### config.mk
export PLATFORM = sky130hd
export DESIGN_NAME = include_directive_extractor_unit
export DESIGN_NICKNAME = d
export VERILOG_FILES = /design/src/rtl/core/ide_pkg.sv /design/src/rtl/core/ide_scan.sv /design/src/rtl/core/ide_out_reg.sv /design/src/rtl/core/include_directive_extractor_unit.sv
export SDC_FILE = /design/constraint.sdc
export NUM_CORES = 1
export LEC_CHECK = 0
export BUFFER_PORTS_ARGS = -buffer_cell sky130_fd_sc_hd__buf_2
export CELL_PAD_IN_SITES_DETAIL_PLACEMENT = 1
export CELL_PAD_IN_SITES_GLOBAL_PLACEMENT = 1
export CORE_AREA = 2 2 72 74
export DETAILED_ROUTE_END_ITERATION = 8
export DIE_AREA = 0 0 74 76
export PLACE_DENSITY = 0.74
export SYNTH_ARGS = -nofsm -noshare
export SYNTH_HDL_FRONTEND = slang
export SYNTH_SLANG_ARGS = --single-unit
### constraint.sdc
create_clock -name clk_i -period 5.21 [get_ports clk_i]
set_input_delay 0 -clock clk_i [delete_from_list [all_inputs] [get_ports clk_i]]
set_output_delay 0 -clock clk_i [all_outputs]
set_load 0.02 [all_outputs]
### src/rtl/core/ide_pkg.sv
`default_nettype none

package ide_pkg;

  localparam logic [7:0] ChHash    = 8'h23;
  localparam logic [7:0] ChSlash   = 8'h2F;
  localparam logic [7:0] ChStar    = 8'h2A;
  localparam logic [7:0] ChLf      = 8'h0A;
  localparam logic [7:0] ChCr      = 8'h0D;
  localparam logic [7:0] ChDquote  = 8'h22;
  localparam logic [7:0] ChLess    = 8'h3C;
  localparam logic [7:0] ChGreater = 8'h3E;
  localparam logic [7:0] ChSpace   = 8'h20;

  localparam logic [2:0] KwLast = 3'd6;

  typedef enum logic [1:0] {
    EV_START = 2'd0,
    EV_BYTE  = 2'd1,
    EV_DONE  = 2'd2
  } event_kind_e;

  typedef enum logic [3:0] {
    PH_KEYWORD = 4'b0001,
    PH_OPENER  = 4'b0010,
    PH_PATH    = 4'b0100,
    PH_IDLE    = 4'b1000
  } phase_e;

  typedef struct packed {
    logic        valid;
    event_kind_e kind;
    logic [7:0]  data;
  } scan_event_t;

  function automatic logic [7:0] kw_char(input logic [2:0] pos);
    logic [7:0] ch;
    case (pos)
      3'd0: ch = 8'h69;
      3'd1: ch = 8'h6E;
      3'd2: ch = 8'h63;
      3'd3: ch = 8'h6C;
      3'd4: ch = 8'h75;
      3'd5: ch = 8'h64;
      3'd6: ch = 8'h65;
      default: ch = 8'h00;
    endcase
    return ch;
  endfunction

endpackage

`default_nettype wire

### src/rtl/core/ide_scan.sv
`default_nettype none

module ide_scan import ide_pkg::*; (
  input  wire logic        clk_i,
  input  wire logic        rst_ni,
  input  wire logic        step_i,
  input  wire logic [7:0]  byte_i,
  output scan_event_t      event_o
);

  logic       line_q, line_d;
  logic       block_q, block_d;
  logic [7:0] prev_q;
  phase_e     phase_q, phase_d;
  logic [2:0] kw_pos_q, kw_pos_d;
  logic       skip;

  always_comb begin
    line_d = line_q;
    if (byte_i == ChSlash && prev_q == ChSlash && !block_q) begin
      line_d = 1'b1;
    end
    if ((byte_i == ChLf || byte_i == ChCr) && line_d) begin
      line_d = 1'b0;
    end
    block_d = block_q;
    if (byte_i == ChStar && prev_q == ChSlash && !line_d) begin
      block_d = 1'b1;
    end
    if (byte_i == ChSlash && prev_q == ChStar) begin
      block_d = 1'b0;
    end
  end

  assign skip = line_d || block_d;

  always_comb begin
    phase_d       = phase_q;
    kw_pos_d      = kw_pos_q;
    event_o.valid = 1'b0;
    event_o.kind  = EV_START;
    event_o.data  = 8'h00;
    if (!skip) begin
      if (byte_i == ChHash) begin
        phase_d  = PH_KEYWORD;
        kw_pos_d = 3'd0;
      end else begin
        case (phase_q)
          PH_KEYWORD: begin
            if (kw_pos_q > KwLast || byte_i != kw_char(kw_pos_q)) begin
              phase_d = PH_IDLE;
            end else if (kw_pos_q == KwLast) begin
              phase_d = PH_OPENER;
            end else begin
              kw_pos_d = kw_pos_q + 3'd1;
            end
          end
          PH_OPENER: begin
            if (byte_i == ChSpace) begin
              phase_d = PH_OPENER;
            end else if (byte_i == ChDquote || byte_i == ChLess) begin
              phase_d       = PH_PATH;
              event_o.valid = 1'b1;
              event_o.kind  = EV_START;
            end else begin
              phase_d = PH_IDLE;
            end
          end
          PH_PATH: begin
            event_o.valid = 1'b1;
            if (byte_i == ChDquote || byte_i == ChGreater) begin
              phase_d      = PH_IDLE;
              event_o.kind = EV_DONE;
            end else begin
              event_o.kind = EV_BYTE;
              event_o.data = byte_i;
            end
          end
          default: begin
            phase_d = phase_q;
          end
        endcase
      end
    end
  end

  always_ff @(posedge clk_i or negedge rst_ni) begin
    if (!rst_ni) begin
      line_q   <= 1'b0;
      block_q  <= 1'b0;
      prev_q   <= 8'h00;
      phase_q  <= PH_KEYWORD;
      kw_pos_q <= 3'd0;
    end else if (step_i) begin
      line_q   <= line_d;
      block_q  <= block_d;
      prev_q   <= byte_i;
      phase_q  <= phase_d;
      kw_pos_q <= kw_pos_d;
    end
  end

endmodule

`default_nettype wire

### src/rtl/core/ide_out_reg.sv
`default_nettype none

module ide_out_reg import ide_pkg::*; (
  input  wire logic        clk_i,
  input  wire logic        rst_ni,
  input  wire logic        load_i,
  input  wire scan_event_t event_i,
  output logic             free_o,
  output logic             out_valid_o,
  input  wire logic        out_ready_i,
  output logic [1:0]       event_kind_o,
  output logic [7:0]       path_byte_o
);

  logic        valid_q, valid_d;
  event_kind_e kind_q;
  logic [7:0]  data_q;

  assign free_o = !valid_q || out_ready_i;

  always_comb begin
    valid_d = valid_q;
    if (load_i) begin
      valid_d = event_i.valid;
    end else if (out_ready_i) begin
      valid_d = 1'b0;
    end
  end

  always_ff @(posedge clk_i or negedge rst_ni) begin
    if (!rst_ni) begin
      valid_q <= 1'b0;
    end else begin
      valid_q <= valid_d;
    end
  end

  always_ff @(posedge clk_i) begin
    if (load_i && event_i.valid) begin
      kind_q <= event_i.kind;
      data_q <= event_i.data;
    end
  end

  assign out_valid_o  = valid_q;
  assign event_kind_o = kind_q;
  assign path_byte_o  = data_q;

endmodule

`default_nettype wire

### src/rtl/core/include_directive_extractor_unit.sv
// Channel | Handshake               | Payload
// in      | in_valid_i, in_ready_o  | text_byte_i[7:0]
// out     | out_valid_o, out_ready_i| event_kind_o[1:0], path_byte_o[7:0]
//
// One byte is taken per cycle unless a stalled result holds the input.
// The byte passes an input register, the scanner state machine and a result register.
// Reset clears the comment flags, previous byte and valid bits, and puts the matcher in its keyword phase.
// A stalled result holds the pipeline; a byte with no result frees its slot at once.
`default_nettype none

module include_directive_extractor_unit import ide_pkg::*; (
  input  wire logic       clk_i,
  input  wire logic       rst_ni,
  input  wire logic       in_valid_i,
  output logic            in_ready_o,
  input  wire logic [7:0] text_byte_i,
  output logic            out_valid_o,
  input  wire logic       out_ready_i,
  output logic [1:0]      event_kind_o,
  output logic [7:0]      path_byte_o
);

  logic        in_valid_q;
  logic [7:0]  in_byte_q;
  logic        free;
  logic        step;
  scan_event_t scan_event;

  assign step       = in_valid_q && free;
  assign in_ready_o = !in_valid_q || free;

  always_ff @(posedge clk_i or negedge rst_ni) begin
    if (!rst_ni) begin
      in_valid_q <= 1'b0;
    end else if (in_ready_o) begin
      in_valid_q <= in_valid_i;
    end
  end

  always_ff @(posedge clk_i) begin
    if (in_ready_o && in_valid_i) begin
      in_byte_q <= text_byte_i;
    end
  end

  ide_scan u_scan (
    .clk_i   (clk_i),
    .rst_ni  (rst_ni),
    .step_i  (step),
    .byte_i  (in_byte_q),
    .event_o (scan_event)
  );

  ide_out_reg u_out (
    .clk_i        (clk_i),
    .rst_ni       (rst_ni),
    .load_i       (step),
    .event_i      (scan_event),
    .free_o       (free),
    .out_valid_o  (out_valid_o),
    .out_ready_i  (out_ready_i),
    .event_kind_o (event_kind_o),
    .path_byte_o  (path_byte_o)
  );

endmodule

`default_nettype wire

Word level (Yosys, flattened, before mapping)
Cells that the tools add are included.
{ "classes": {"add_sub_neg": 1, "magnitude_cmp": 1, "n_eq_ne": 25, "n_mux": 29, "bitwise": 2, "n_reduce_logical": 28} }
{ "ops": {"columns": ["op", "n"], "rows": [
  ["8-bit by 6-bit == test with 1-bit output (second input constant)", 9],
  ["7-bit case mux with 7 select lines", 1],
  ["8-bit two-way mux", 5],
  ["4-bit two-way mux", 6],
  ["11-bit two-way mux", 2],
  ["3-bit two-way mux", 6],
  ["8-bit by 4-bit == test with 1-bit output (second input constant)", 2],
  ["4-bit case mux with 3 select lines", 1],
  ["5-bit AND reduction", 2],
  ["3-bit == test (second input constant)", 3],
  ["1-bit logical AND", 9],
  ["8-bit != test", 1],
  ["1-bit logical OR", 7],
  ["3-bit by 2-bit == test with 1-bit output (second input constant)", 2],
  ["1-bit two-way mux", 6],
  ["3-bit case mux with 2 select lines", 1],
  ["4-bit by 1-bit == test with 1-bit output (second input constant)", 1],
  ["4-bit by 2-bit == test with 1-bit output (second input constant)", 1],
  ["4-bit by 3-bit == test with 1-bit output (second input constant)", 1],
  ["1-bit logical NOT", 4],
  ["2-bit by 1-bit != test with 1-bit output (second input constant)", 2],
  ["4-bit by 1-bit != test with 1-bit output (second input constant)", 1],
  ["2-bit nonzero test", 2],
  ["4-bit nonzero test", 1],
  ["other kinds (9)", 10]
]} }
{ "totals": {"reg_bits": 37, "output_inout_bits": 12, "elab_cells": 96} }

Longest topological paths before layout
Gate-level depths: netlist (run 1).
{ "logic_depth": {"word_depth": 17, "mapped_depth": 9, "mapped_depth_nobuf": 8} }

By module
From an unflattened synthesis (run 1), not the netlist that was laid out.
{ "hier_totals": {"cells_unflattened": 169, "area_unflattened_um2": 2003.2} }
{ "modules_own_cells": {"columns": ["module", "instances", "cells_per_inst", "area_each_um2", "seq_area_each_um2"], "rows": [
  ["ide_scan", 1, 142, 1347.5, 426.7],
  ["ide_out_reg", 1, 14, 355.3, 325.3],
  ["include_directive_extractor_unit", 1, 13, 300.3, 265.3]
]} }

Worst setup path before layout (run 1)
No wires, ideal clock.
{ "synth_timing": {"path_type": "register -> register", "from": "register u_scan.kw_pos_q[1]", "to": "register u_scan.phase_q[3]", "setup_ns": 0.128, "t_arrival_ns": 2.266, "setup_slack_ns": 2.816, "path_stages_with_launch": 9, "path_buffers": 0, "path_cell_list": "dfrtp_1 ha_1 ha_1 nor4_2 mux2i_1 or4_4 a2111oi_4 nor4_4 mux2_1"} }
{ "synth_via": {"elab_chain_cells": 10, "word_cells_on_any_way": 19, "cone_classes": "order compare (1); eq/ne (8); mux (7); reduce/logical (3)"} }
{ "synth_lines": {"columns": ["element", "line_no", "source"], "rows": [
  ["start, declared", "ide_scan.sv:15", "logic [2:0] kw_pos_q, kw_pos_d;"],
  ["start signal, assigned", "ide_scan.sv:99", "kw_pos_q <= kw_pos_d;"],
  ["3-bit == test, or another cell as far along", "ide_pkg.sv:38, ide_scan.sv:52", null],
  ["7-bit case mux with 7 select lines", "ide_pkg.sv:38", "case (pos)"],
  ["8-bit two-way mux", "ide_scan.sv:48", "case (phase_q)"],
  ["8-bit two-way mux", "ide_scan.sv:44", "if (byte_i == ChHash) begin"],
  ["8-bit two-way mux", "ide_scan.sv:43", "if (!skip) begin"],
  ["8-bit != test", "ide_scan.sv:50", "if (kw_pos_q > KwLast || byte_i != kw_char(kw_pos_q)) begin"],
  ["1-bit logical OR", "ide_scan.sv:50", null],
  ["4-bit two-way mux", "ide_scan.sv:50", null],
  ["4-bit case mux with 3 select lines", "ide_scan.sv:48", null],
  ["4-bit two-way mux", "ide_scan.sv:44", null],
  ["end signal, assigned", "ide_scan.sv:98", "phase_q <= phase_d;"],
  ["end, declared", "ide_scan.sv:14", "phase_e phase_q, phase_d;"]
]} }
Several ways; a longest one is shown, not always the timed one. The select of a mux whose other input is x is not followed.
A chain may end at the register's enable or synchronous reset.

Final worst setup path (run 1)
{ "layout_timing": {"from": "register u_scan.kw_pos_q[2]", "to": "register u_scan.phase_q[2]"} }
The elaborated chain is that of the path after synthesis.

==> results.ini, run 1 <==
[placed_design]
place.gp.congestion=0.896
placedCellCount=260
dp_hpwl_um=3530
io_buffers=23

[run]
drv_cap=0

[layout]
drive_gt1_share_pct=30.3
syn_to_final_growth_pct=16.7
final_cell_mix=23 x buf_2, 18 x edfxtp_1, 18 x dfrtp_1, 11 x nor2_1
fill_cells=519
nNetsFinal=224
diodes=0
instances_no_fill=278
final_common_cell=buf_2

[synthesis]
synth-seq-cells=37
syn_area_sq_mm=0.00209
synth_largest_area_cell=edfxtp_1
ys_warn_count=0
synth_ff_type=edfxtp_1
yosysUniqueCellTypes=65
synth.avg_cell_area_sq_um=12.1
async_flop_share_pct=51.4
syn_inst=173
synth_top_area_share_pct=25.9
synth-edff-count=18
synthesis.nets=190
yosys-top-cells-area=edfxtp_1 26%, dfrtp_1 22%, mux2_2 4.3%, ha_1 3.0%, and2_1 2.4%
ys_seq_area_share_pct=48.7

[power]
p_per_area_mw_per_mm2=273
p_leak_nw=1.00
peakVddDrop_uv=190

[cts]
cts_tree=done
cts_root_buf=clkbuf_8
cts.sinks=37
cts_setup_buffers=0
htree_levels=2
numCtsBuffers=5
clk_latency_ns=0.30
cts_buffer_depth=2
clkTransAtPathRegs_ns=0.08
ctsResizeCount=0

[timing]
rsz0062_at_grt=false
setup_viol=0
maxSlewHeadroom_pct=59.5
max_freq_mhz=369
min_period_ns=2.71
final.setup.tns_ns=0
finalCritPeriodShare_pct=52.1
tightestPinTransition_ns=0.607
hold_viol=0
finClkSkew_ns=0.0111
maxSlewViolCount=0

[setup_path]
worstSetupPathType=flip-flop to flip-flop
crit_path_max_fanout=10
crit_required_ns=5.38
crit_arrival_ns=2.88
cp-end-kind=flip-flop
start_kind=flip-flop

[detailed_routing]
finalWirelength_um=4720
drt_iter0_drc=32
firstDrtPassIters=4
ant_nets=0
wl_per_cell_um=17.0
route.detailed.drc=0
avgViaCountPerCell=5.37
via_count=1492

[die]
pin_count=24
chipHeight_um=76
die-area_sq_mm=0.00562
initial_core_util_pct=42.5
rows=26
coreArea_sq_mm=0.00491
die_w_um=74

[grt]
grt_pass1_vias=1621
overflow=0
grt_usage_pct=18.3
grt_pass1_wl_um=7800
grt_antenna_before_repair=0
grt_max_degree=20

[worst_hold_path]
hp-class=primary input to flip-flop

[outcome]
status=finished, final reports clean

## worst paths after layout
kind,end,depth (start not counted),from,slack (ns)
setup / recovery,u_scan.phase_q[2],8,u_scan.kw_pos_q[2],2.50
hold / removal,in_valid_q,3,out_ready_i,0.01
setup reg to reg,u_scan.phase_q[2],8,u_scan.kw_pos_q[2],2.50
hold reg to reg,u_scan.block_q,1,in_valid_q,0.50
max in group asynchronous,u_scan.phase_q[0],2,rst_ni,4.66
min in group asynchronous,u_scan.prev_q[5],2,rst_ni,0.20
## cell usage after synthesis, types with 2 or more instances
master / count
a21oi_1: 3
mux2_1: 2
o21ai_0: 6
inv_1: 10
clkbuf_1: 2
mux2_2: 8
mux2i_1: 2
dfrtp_1: 18
a22o_1: 2
nand3b_1: 2
a31oi_1: 3
o21a_1: 2
nor2_1: 11
nor3_1: 7
nor4_1: 4
ha_1: 5
and3b_1: 2
o211ai_1: 2
and2_1: 8
and4bb_2: 2
nand3_1: 2
xnor2_1: 2
nand2_1: 8
and2_2: 2
edfxtp_1: 18
## stage by stage
step	setup WS [ns]	util, %	hold slack (ns)	cell area (sq um)	power, mW
6_report	2.50	49.6	0.0148	2440	0.664
3_3_place_gp	2.56	45.7	-0.0322	2240	0.451
5_1_grt	2.30	49.6	0.0203	2440	0.702
3_5_place_dp	2.48	45.7	-0.0206	2240	0.461
2_1_floorplan	2.82	-	-0.296	2090	0.431
4_1_cts	2.46	49.6	0.00678	2440	0.674
## worst max-delay path, stage by stage (launching register included)
cell and delay [ns]:
dfrtp_1 0.53, inv_1 0.08, ha_1 0.27, nor4_2 0.29, mux2i_1 0.12, or4_4 0.46, a2111oi_4 0.37, nor4_4 0.10
mux2_1 0.35
## repair_timing
item                       4_1_cts  5_1_grt
hold buffers                    10        0
hold endpoints to repair        28        0
setup endpoints to repair        0        0
## layer usage
| metal | global-route usage (%) | vias up | share of wire [%] |
|---|---|---|---|
| li1 | - | 710 | - |
| met1 | 21.8 | 743 | 44 |
| met2 | 31.8 | 34 | 51 |
| met3 | 4.63 | 5 | 3.7 |
| met4 | 5.45 | 0 | 1.3 |
| met5 | 0 | - | 0 |
## layout make-up
| class | count | area [sq um] | area share (%) |
|---|---|---|---|
| inverter | 10 | 37.5 | 1.54 |
| clock inverter | 3 | 22.5 | 0.924 |
| clock buffer | 5 | 68.8 | 2.82 |
| timing repair buffer | 33 | 215 | 8.83 |
| multi-input combinational | 120 | 987 | 40.5 |
| tap | 70 | 87.6 | 3.60 |
| sequential | 37 | 1020 | 41.8 |
## power by group
group	internal, mW	leakage (nW)	switching, mW	total, mW
clock network	0.0938	0.0364	0.110	0.204
logic	0.0455	0.540	0.0469	0.0924
registers	0.333	0.427	0.0344	0.368
total	0.473	1.00	0.191	0.664
## registers in the layout, indices dropped and copies added (netlist names)
| register | count |
|---|---|
| in_byte_q | 8 |
| in_valid_q | 1 |
| u_out.event_kind_o | 2 |
| u_out.out_valid_o | 1 |
| u_out.path_byte_o | 8 |
| u_scan.block_q | 1 |
| u_scan.kw_pos_q | 3 |
| u_scan.line_q | 1 |
| u_scan.phase_q | 4 |
| u_scan.prev_q | 8 |
## cell families after synthesis
| logic type | synth area share [%] |
|---|---|
| multiplexers | 6.36 |
| adder cells (fa/ha/maj) | 3.00 |
| AO/OA/AOI/OAI | 13.4 |
| AND/OR/NAND/NOR | 23.3 |
| XOR/XNOR | 1.26 |
| buffers and inverters | 3.96 |
| flip-flops | 48.7 |
(Power assumes the default switching activity.)
==> run 2: changes to the inputs <==
--- a/config.mk
+++ b/config.mk
@@ -5,13 +5,14 @@
 export SDC_FILE = /design/constraint.sdc
 export NUM_CORES = 1
 export LEC_CHECK = 0
+export ABC_AREA = 1
 export BUFFER_PORTS_ARGS = -buffer_cell sky130_fd_sc_hd__buf_2
 export CELL_PAD_IN_SITES_DETAIL_PLACEMENT = 1
 export CELL_PAD_IN_SITES_GLOBAL_PLACEMENT = 1
-export CORE_AREA = 2 2 72 74
+export CORE_AREA = 2 2 77 79
 export DETAILED_ROUTE_END_ITERATION = 8
-export DIE_AREA = 0 0 74 76
-export PLACE_DENSITY = 0.74
+export DIE_AREA = 0 0 79 81
+export PLACE_DENSITY = 0.73
 export SYNTH_ARGS = -nofsm -noshare
 export SYNTH_HDL_FRONTEND = slang
 export SYNTH_SLANG_ARGS = --single-unit
==> constraint.sdc (replaced) <==
create_clock -name clk_i -period 2.3 [get_ports clk_i]
set_input_delay 0 -clock clk_i [delete_from_list [all_inputs] [get_ports clk_i]]
set_output_delay 0 -clock clk_i [all_outputs]
set_load 0.02 [all_outputs]
==> run 2 against run 1 <==
Effect of this change:
- synthesized area up 0.24%
- via count grew 19%
- flip-flop and latch count stayed put
- global-route usage fell by 0.50 points
- clock-buffer cell count did not move
- clock skew is 0.0044 ns lower
- wire length up 6.2%
- non-clock buffer count is 5 higher
==> results.ini, run 2 <==
[outcome]
status=finished, final reports clean

[synthesis]
synth_top_area_share_pct=25.8
synth_commonest_cells=71 x nand2_1, 36 x inv_1, 18 x dfrtp_1, 18 x edfxtp_1, 18 x nor2_1
ys_warn_count=0
synth-seq-cells=37
synth_largest_area_cell=edfxtp_1
synth-edff-count=18
yosys-top-cells-area=edfxtp_1 26%, dfrtp_1 22%, nand2_1 13%, inv_1 6.5%, nand3_1 4.1%
syn_inst=250
syn_area_sq_mm=0.00209
synth_ff_type=edfxtp_1
synthesis.nets=267
ys_seq_area_share_pct=48.6
synth.most_common_cell=nand2_1
async_flop_share_pct=51.4
synth.avg_cell_area_sq_um=8.37
yosysUniqueCellTypes=31

[placed_design]
io_buffers=23
place_ws_ns=-0.00750
dp_hpwl_um=3800
place.gp.congestion=0.786

[detailed_routing]
via_count=1775
firstDrtPassIters=4
finalWirelength_um=5010
ant_nets=0
drt_iter0_drc=79
wl_per_cell_um=13.5
route.detailed.drc=0
avgViaCountPerCell=4.80

[cts]
numCtsBuffers=5
cts.sinks=37
cts_root_buf=clkbuf_8
clk_latency_ns=0.31
cts_buffer_depth=2
clkTransAtPathRegs_ns=0.08
htree_levels=2
cts_setup_buffers=0
cts_tree=done

[layout]
final_cell_mix=69 x nand2_1, 33 x inv_1, 23 x buf_2, 18 x edfxtp_1, 18 x dfrtp_1
syn_to_final_growth_pct=21.9
diodes=0
drive_gt1_share_pct=27.1
final_common_cell=nand2_1
nNetsFinal=311

[setup_path]
critPathMostFrequentCell=nand2_1
cp_slowest_cell=dfrtp_1
path_cells=ha_1, ha_1, inv_1, nand2_1, nor2_1, nand2_1, nand2_1, nand2_1, nor2_1, nand4_1, nand2_2, nand3_1, nand2_1, inv_1
r2r-start=u_scan.kw_pos_q[1]
rr_endpoint=u_scan.kw_pos_q[2]
reg2regPathDepth=14
crit_path_max_fanout=4
crit_required_ns=2.50
ff2ff_setup_slack_ns=0.20
cpPeakStageDelay_ns=0.43
crit_arrival_ns=2.30
worstSetupPathType=flip-flop to flip-flop
cp-end-kind=flip-flop
cp-startpoint=u_scan.kw_pos_q[1]
start_kind=flip-flop

[timing]
rsz0062_at_grt=true
maxSlewHeadroom_pct=67.6
max_freq_mhz=476
tightestPinTransition_ns=0.486
finalCritPeriodShare_pct=91.4
setup_viol=0
hold_viol=0
finalWorstSetupSlack_ns=0.198
finClkSkew_ns=0.00667
min_period_ns=2.10
maxSlewViolCount=0

[power]
internal_power_mw=1.00
power_frac_comb_pct=12.3
p_clk_share_pct=33.9
power.share.sequential_pct=53.9
peakVddDrop_uv=356
p_total_mw=1.40
switching_share_pct=28.4
p_sw_uw=398
p_per_area_mw_per_mm2=550
p_leak_nw=1.16

[grt]
grt_antenna_before_repair=0
overflow=0
grt_pass1_vias=1840
grt_usage_pct=17.8
grt_pass1_wl_um=8470
grt_max_degree=21

[run]
drv_cap=0

[die]
die_w_um=79
die-area_sq_mm=0.00640
coreArea_sq_mm=0.00568
rows=28
pin_count=24
chipHeight_um=81
initial_core_util_pct=36.9

[worst_hold_path]
hp-class=primary input to async pin

[run 2: routing by layer]
layer | share of wire (%) | wire length [um] | track usage [%]
met1 | 45 | 2230 | 20.5
met2 | 50 | 2500 | 31.9
met3 | 3.5 | 173 | 4.11
met4 | 2.1 | 105 | 7.24
met5 | 0 | 0 | 0
[run 2: through the flow]
step                      std cells  hold slack [ns]  util (%)    TNS [ns]  instance area (sq um)
after floorplan                 250           -0.296         -           0                   2090
after global placement          350          -0.0137      40.9  -0.0000797                   2320
after detailed placement        350         -0.00945      40.9     -0.0707                   2320
after CTS                       369            0.188      44.5           0                   2530
after global routing            370            0.235      45.0    -0.00436                   2550
final                           370            0.186      45.0           0                   2550
[run 2: power groups by stage]
stage | clock network (mW) | logic [mW] | registers (mW)
after floorplan | 0 | 0.107 | 0.761
after global placement | 0 | 0.152 | 0.768
after detailed placement | 0 | 0.157 | 0.769
after CTS | 0.493 | 0.173 | 0.755
after global routing | 0.519 | 0.194 | 0.760
final | 0.475 | 0.172 | 0.755
[run 2: critical path: cells and delay by family (launching register included)]
| kind | cells | cell delay [ns] |
|---|---|---|
| and+or+nand+nor | 10 | 1.10 |
| DFF | 1 | 0.43 |
| adders and majority gates | 2 | 0.37 |
| buffers and inverters | 2 | 0.11 |
[run 2: how the worst max path moves through the flow]
stage | to | slack, ns
final | u_scan.kw_pos_q[2] | 0.20
after global routing | u_scan.kw_pos_q[2] | -0.004
after CTS | u_out.path_byte_o[2] | 0.09
after detailed placement | u_out.path_byte_o[7] | -0.008
after global placement | u_out.path_byte_o[7] | -0.00006
after floorplan | u_out.event_kind_o[0] | 0.36
[run 2: timing repair]
item,CTS,global route
pin swaps,0,1
setup endpoints to repair,10,16
resized for setup,1,10
endpoints found under the hold margin,29,0
hold buffers,11,0
cloned,0,1
[run 2: cells by family (layout without fill, tap and decap cells)]
kind of cell / after synthesis / after routing / synth area share, %
simple gates: 141 / 141 / 33.3
compound gates: 22 / 22 / 6.58
flops: 37 / 37 / 48.6
buf+inv: 43 / 88 / 7.72
xor+xnor: 2 / 2 / 0.837
fa+ha+maj: 5 / 5 / 2.99
[run 2: layout make-up]
class / instances / area [sq um]
Clock buffer: 5 / 68.8
Clock inverter: 3 / 21.3
Fill cell: 721 / 3120
Inverter: 41 / 158
Multi-Input combinational cell: 170 / 930
Sequential cell: 37 / 1020
Tap cell: 75 / 93.8
Timing Repair Buffer: 38 / 255
Timing Repair inverter: 1 / 7.51
==> run 3: changes to the inputs <==
--- a/config.mk
+++ b/config.mk
@@ -9,10 +9,10 @@
 export BUFFER_PORTS_ARGS = -buffer_cell sky130_fd_sc_hd__buf_2
 export CELL_PAD_IN_SITES_DETAIL_PLACEMENT = 1
 export CELL_PAD_IN_SITES_GLOBAL_PLACEMENT = 1
-export CORE_AREA = 2 2 77 79
+export CORE_AREA = 2 2 72 74
 export DETAILED_ROUTE_END_ITERATION = 8
-export DIE_AREA = 0 0 79 81
-export PLACE_DENSITY = 0.73
+export DIE_AREA = 0 0 74 76
+export PLACE_DENSITY = 0.79
 export SYNTH_ARGS = -nofsm -noshare
 export SYNTH_HDL_FRONTEND = slang
 export SYNTH_SLANG_ARGS = --single-unit
==> constraint.sdc (replaced) <==
create_clock -name clk_i -period 2.5 [get_ports clk_i]
set_input_delay 0 -clock clk_i [delete_from_list [all_inputs] [get_ports clk_i]]
set_output_delay 0 -clock clk_i [all_outputs]
set_load 0.02 [all_outputs]
==> run 3 against run 2 <==
Effect of this change:
- worst hold slack about the same
- wire length increased by 2.4%
- via count increased by 1.2%
- clock power increased by 33%
- critical path type unchanged
- largest cell class unchanged
- highest routed layer unchanged
==> results.ini, run 3 (same netlist as run 2, synthesis figures left out) <==
[outcome]
status=finished, final reports clean

[detailed_routing]
drt_iter0_drc=53
finalWirelength_um=5130
avgViaCountPerCell=4.98
firstDrtPassIters=4
ant_nets=0
route.detailed.drc=0
wl_per_cell_um=14.2
via_count=1796

[setup_path]
cp-startpoint=in_byte_q[0]
crit_path_max_fanout=10
crit_required_ns=2.49
reg2regPathDepth=9
rr_endpoint=u_out.path_byte_o[3]
r2r-start=in_byte_q[0]
start_kind=flip-flop
cp-end-kind=flip-flop
crit_arrival_ns=2.31
ff2ff_setup_slack_ns=0.18
worstSetupPathType=flip-flop to flip-flop

[placed_design]
io_buffers=23
dp_hpwl_um=3860
place_ws_ns=0.0671
place.gp.congestion=0.817
post_dp_cell_area_sq_mm=0.00229
placedCellCount=342

[power]
switching_share_pct=24.2
p_per_area_mw_per_mm2=583
power_frac_comb_pct=10.6
power.share.sequential_pct=47.0
internal_power_mw=1.12
p_leak_nw=1.17
p_sw_uw=359
peakVddDrop_uv=274
p_clk_share_pct=42.5

[layout]
instances_no_fill=361
final_area_sq_mm=0.00255
drive_gt1_share_pct=23.4
nNetsFinal=307
final_common_cell=nand2_1
final_cell_mix=71 x nand2_1, 35 x inv_1, 23 x buf_2
fin_util_pct=51.8
diodes=0
syn_to_final_growth_pct=21.7

[cts]
cts.sinks=37
htree_levels=2
numCtsBuffers=5
clk_latency_ns=0.29
clkTransAtPathRegs_ns=0.08
cts_setup_buffers=0
cts_buffer_depth=2
cts_tree=done
cts_root_buf=clkbuf_8

[timing]
min_period_ns=2.32
finalWorstSetupSlack_ns=0.180
maxSlewViolCount=0
setup_viol=0
tightestPinTransition_ns=0.458
final.setup.tns_ns=0
max_freq_mhz=431
finClkSkew_ns=0.00559
maxSlewHeadroom_pct=69.5
rsz0062_at_grt=false
hold_viol=0
finalCritPeriodShare_pct=92.8

[grt]
overflow=0
grt_antenna_before_repair=0
grt_max_degree=21
grt_usage_pct=20.4
grt_pass1_vias=1899
grt_pass1_wl_um=8850

[die]
die-area_sq_mm=0.00562
coreArea_sq_mm=0.00491
chipHeight_um=76
rows=26
pin_count=24
initial_core_util_pct=42.6
die_w_um=74

[run]
drv_cap=0

[worst_hold_path]
hp-class=primary input to async pin

run 3: cell type report:
type                    instances  area [sq um]
fillers                       594          2370
flip-flops and latches         37          1020
multi-input cells             170           913
repair buffers                 35           233
inverters                      41           158
well taps                      70          87.6
clock buffers                   5          68.8
clock inverters                 3          68.8
run 3: worst max-delay path, stage by stage, from the launching register on:
cell and delay, ns:
edfxtp_1 0.49, inv_1 0.20, nand2_2 0.10, nor3_2 0.18, o21ai_2 0.12, a21oi_2 0.23, inv_2 0.06, a21oi_4 0.21
nand2_1 0.18, clkinvlp_4 0.24
run 3: power by group through the flow:
stage                     sequential, mW  clock [mW]  combinational [mW]
after global placement             0.707           0               0.137
after CTS                          0.697       0.639               0.157
after detailed placement           0.710           0               0.142
final                              0.697       0.630               0.157
after floorplan                    0.700           0              0.0985
after global routing               0.701       0.662               0.178
run 3: layer usage:
layer  vias to the layer above  wire length [um]  global-route usage, %
li1                        873                 -                      -
met4                         0                83                   7.27
met1                       887              2280                   26.3
met5                         -                 0                      0
met2                        27              2620                   34.1
met3                         9               149                   3.17
run 3: what timing repair did:
item | 4_1_cts | 5_1_grt
endpoints found under the hold margin | 28 | 0
setup endpoints to repair | 0 | 10
hold buffers | 11 | 0
gates resized for setup | 0 | 1
run 3: worst max path at each step:
stage	end	slack [ns]	depth (start not counted)
after CTS	u_out.path_byte_o[3]	0.06	9
after floorplan	u_out.event_kind_o[0]	0.56	9
after detailed placement	u_out.path_byte_o[6]	0.07	9
after global routing	u_out.event_kind_o[1]	0.04	9
final	u_out.path_byte_o[3]	0.18	9
after global placement	u_out.path_byte_o[6]	0.1	9
run 3: per-stage QoR:
| step | total power [mW] | hold WS (ns) |
|---|---|---|
| after floorplan | 0.798 | -0.296 |
| after global placement | 0.844 | -0.00560 |
| after detailed placement | 0.852 | -0.0132 |
| after CTS | 1.49 | 0.202 |
| after global routing | 1.54 | 0.242 |
| final | 1.48 | 0.186 |
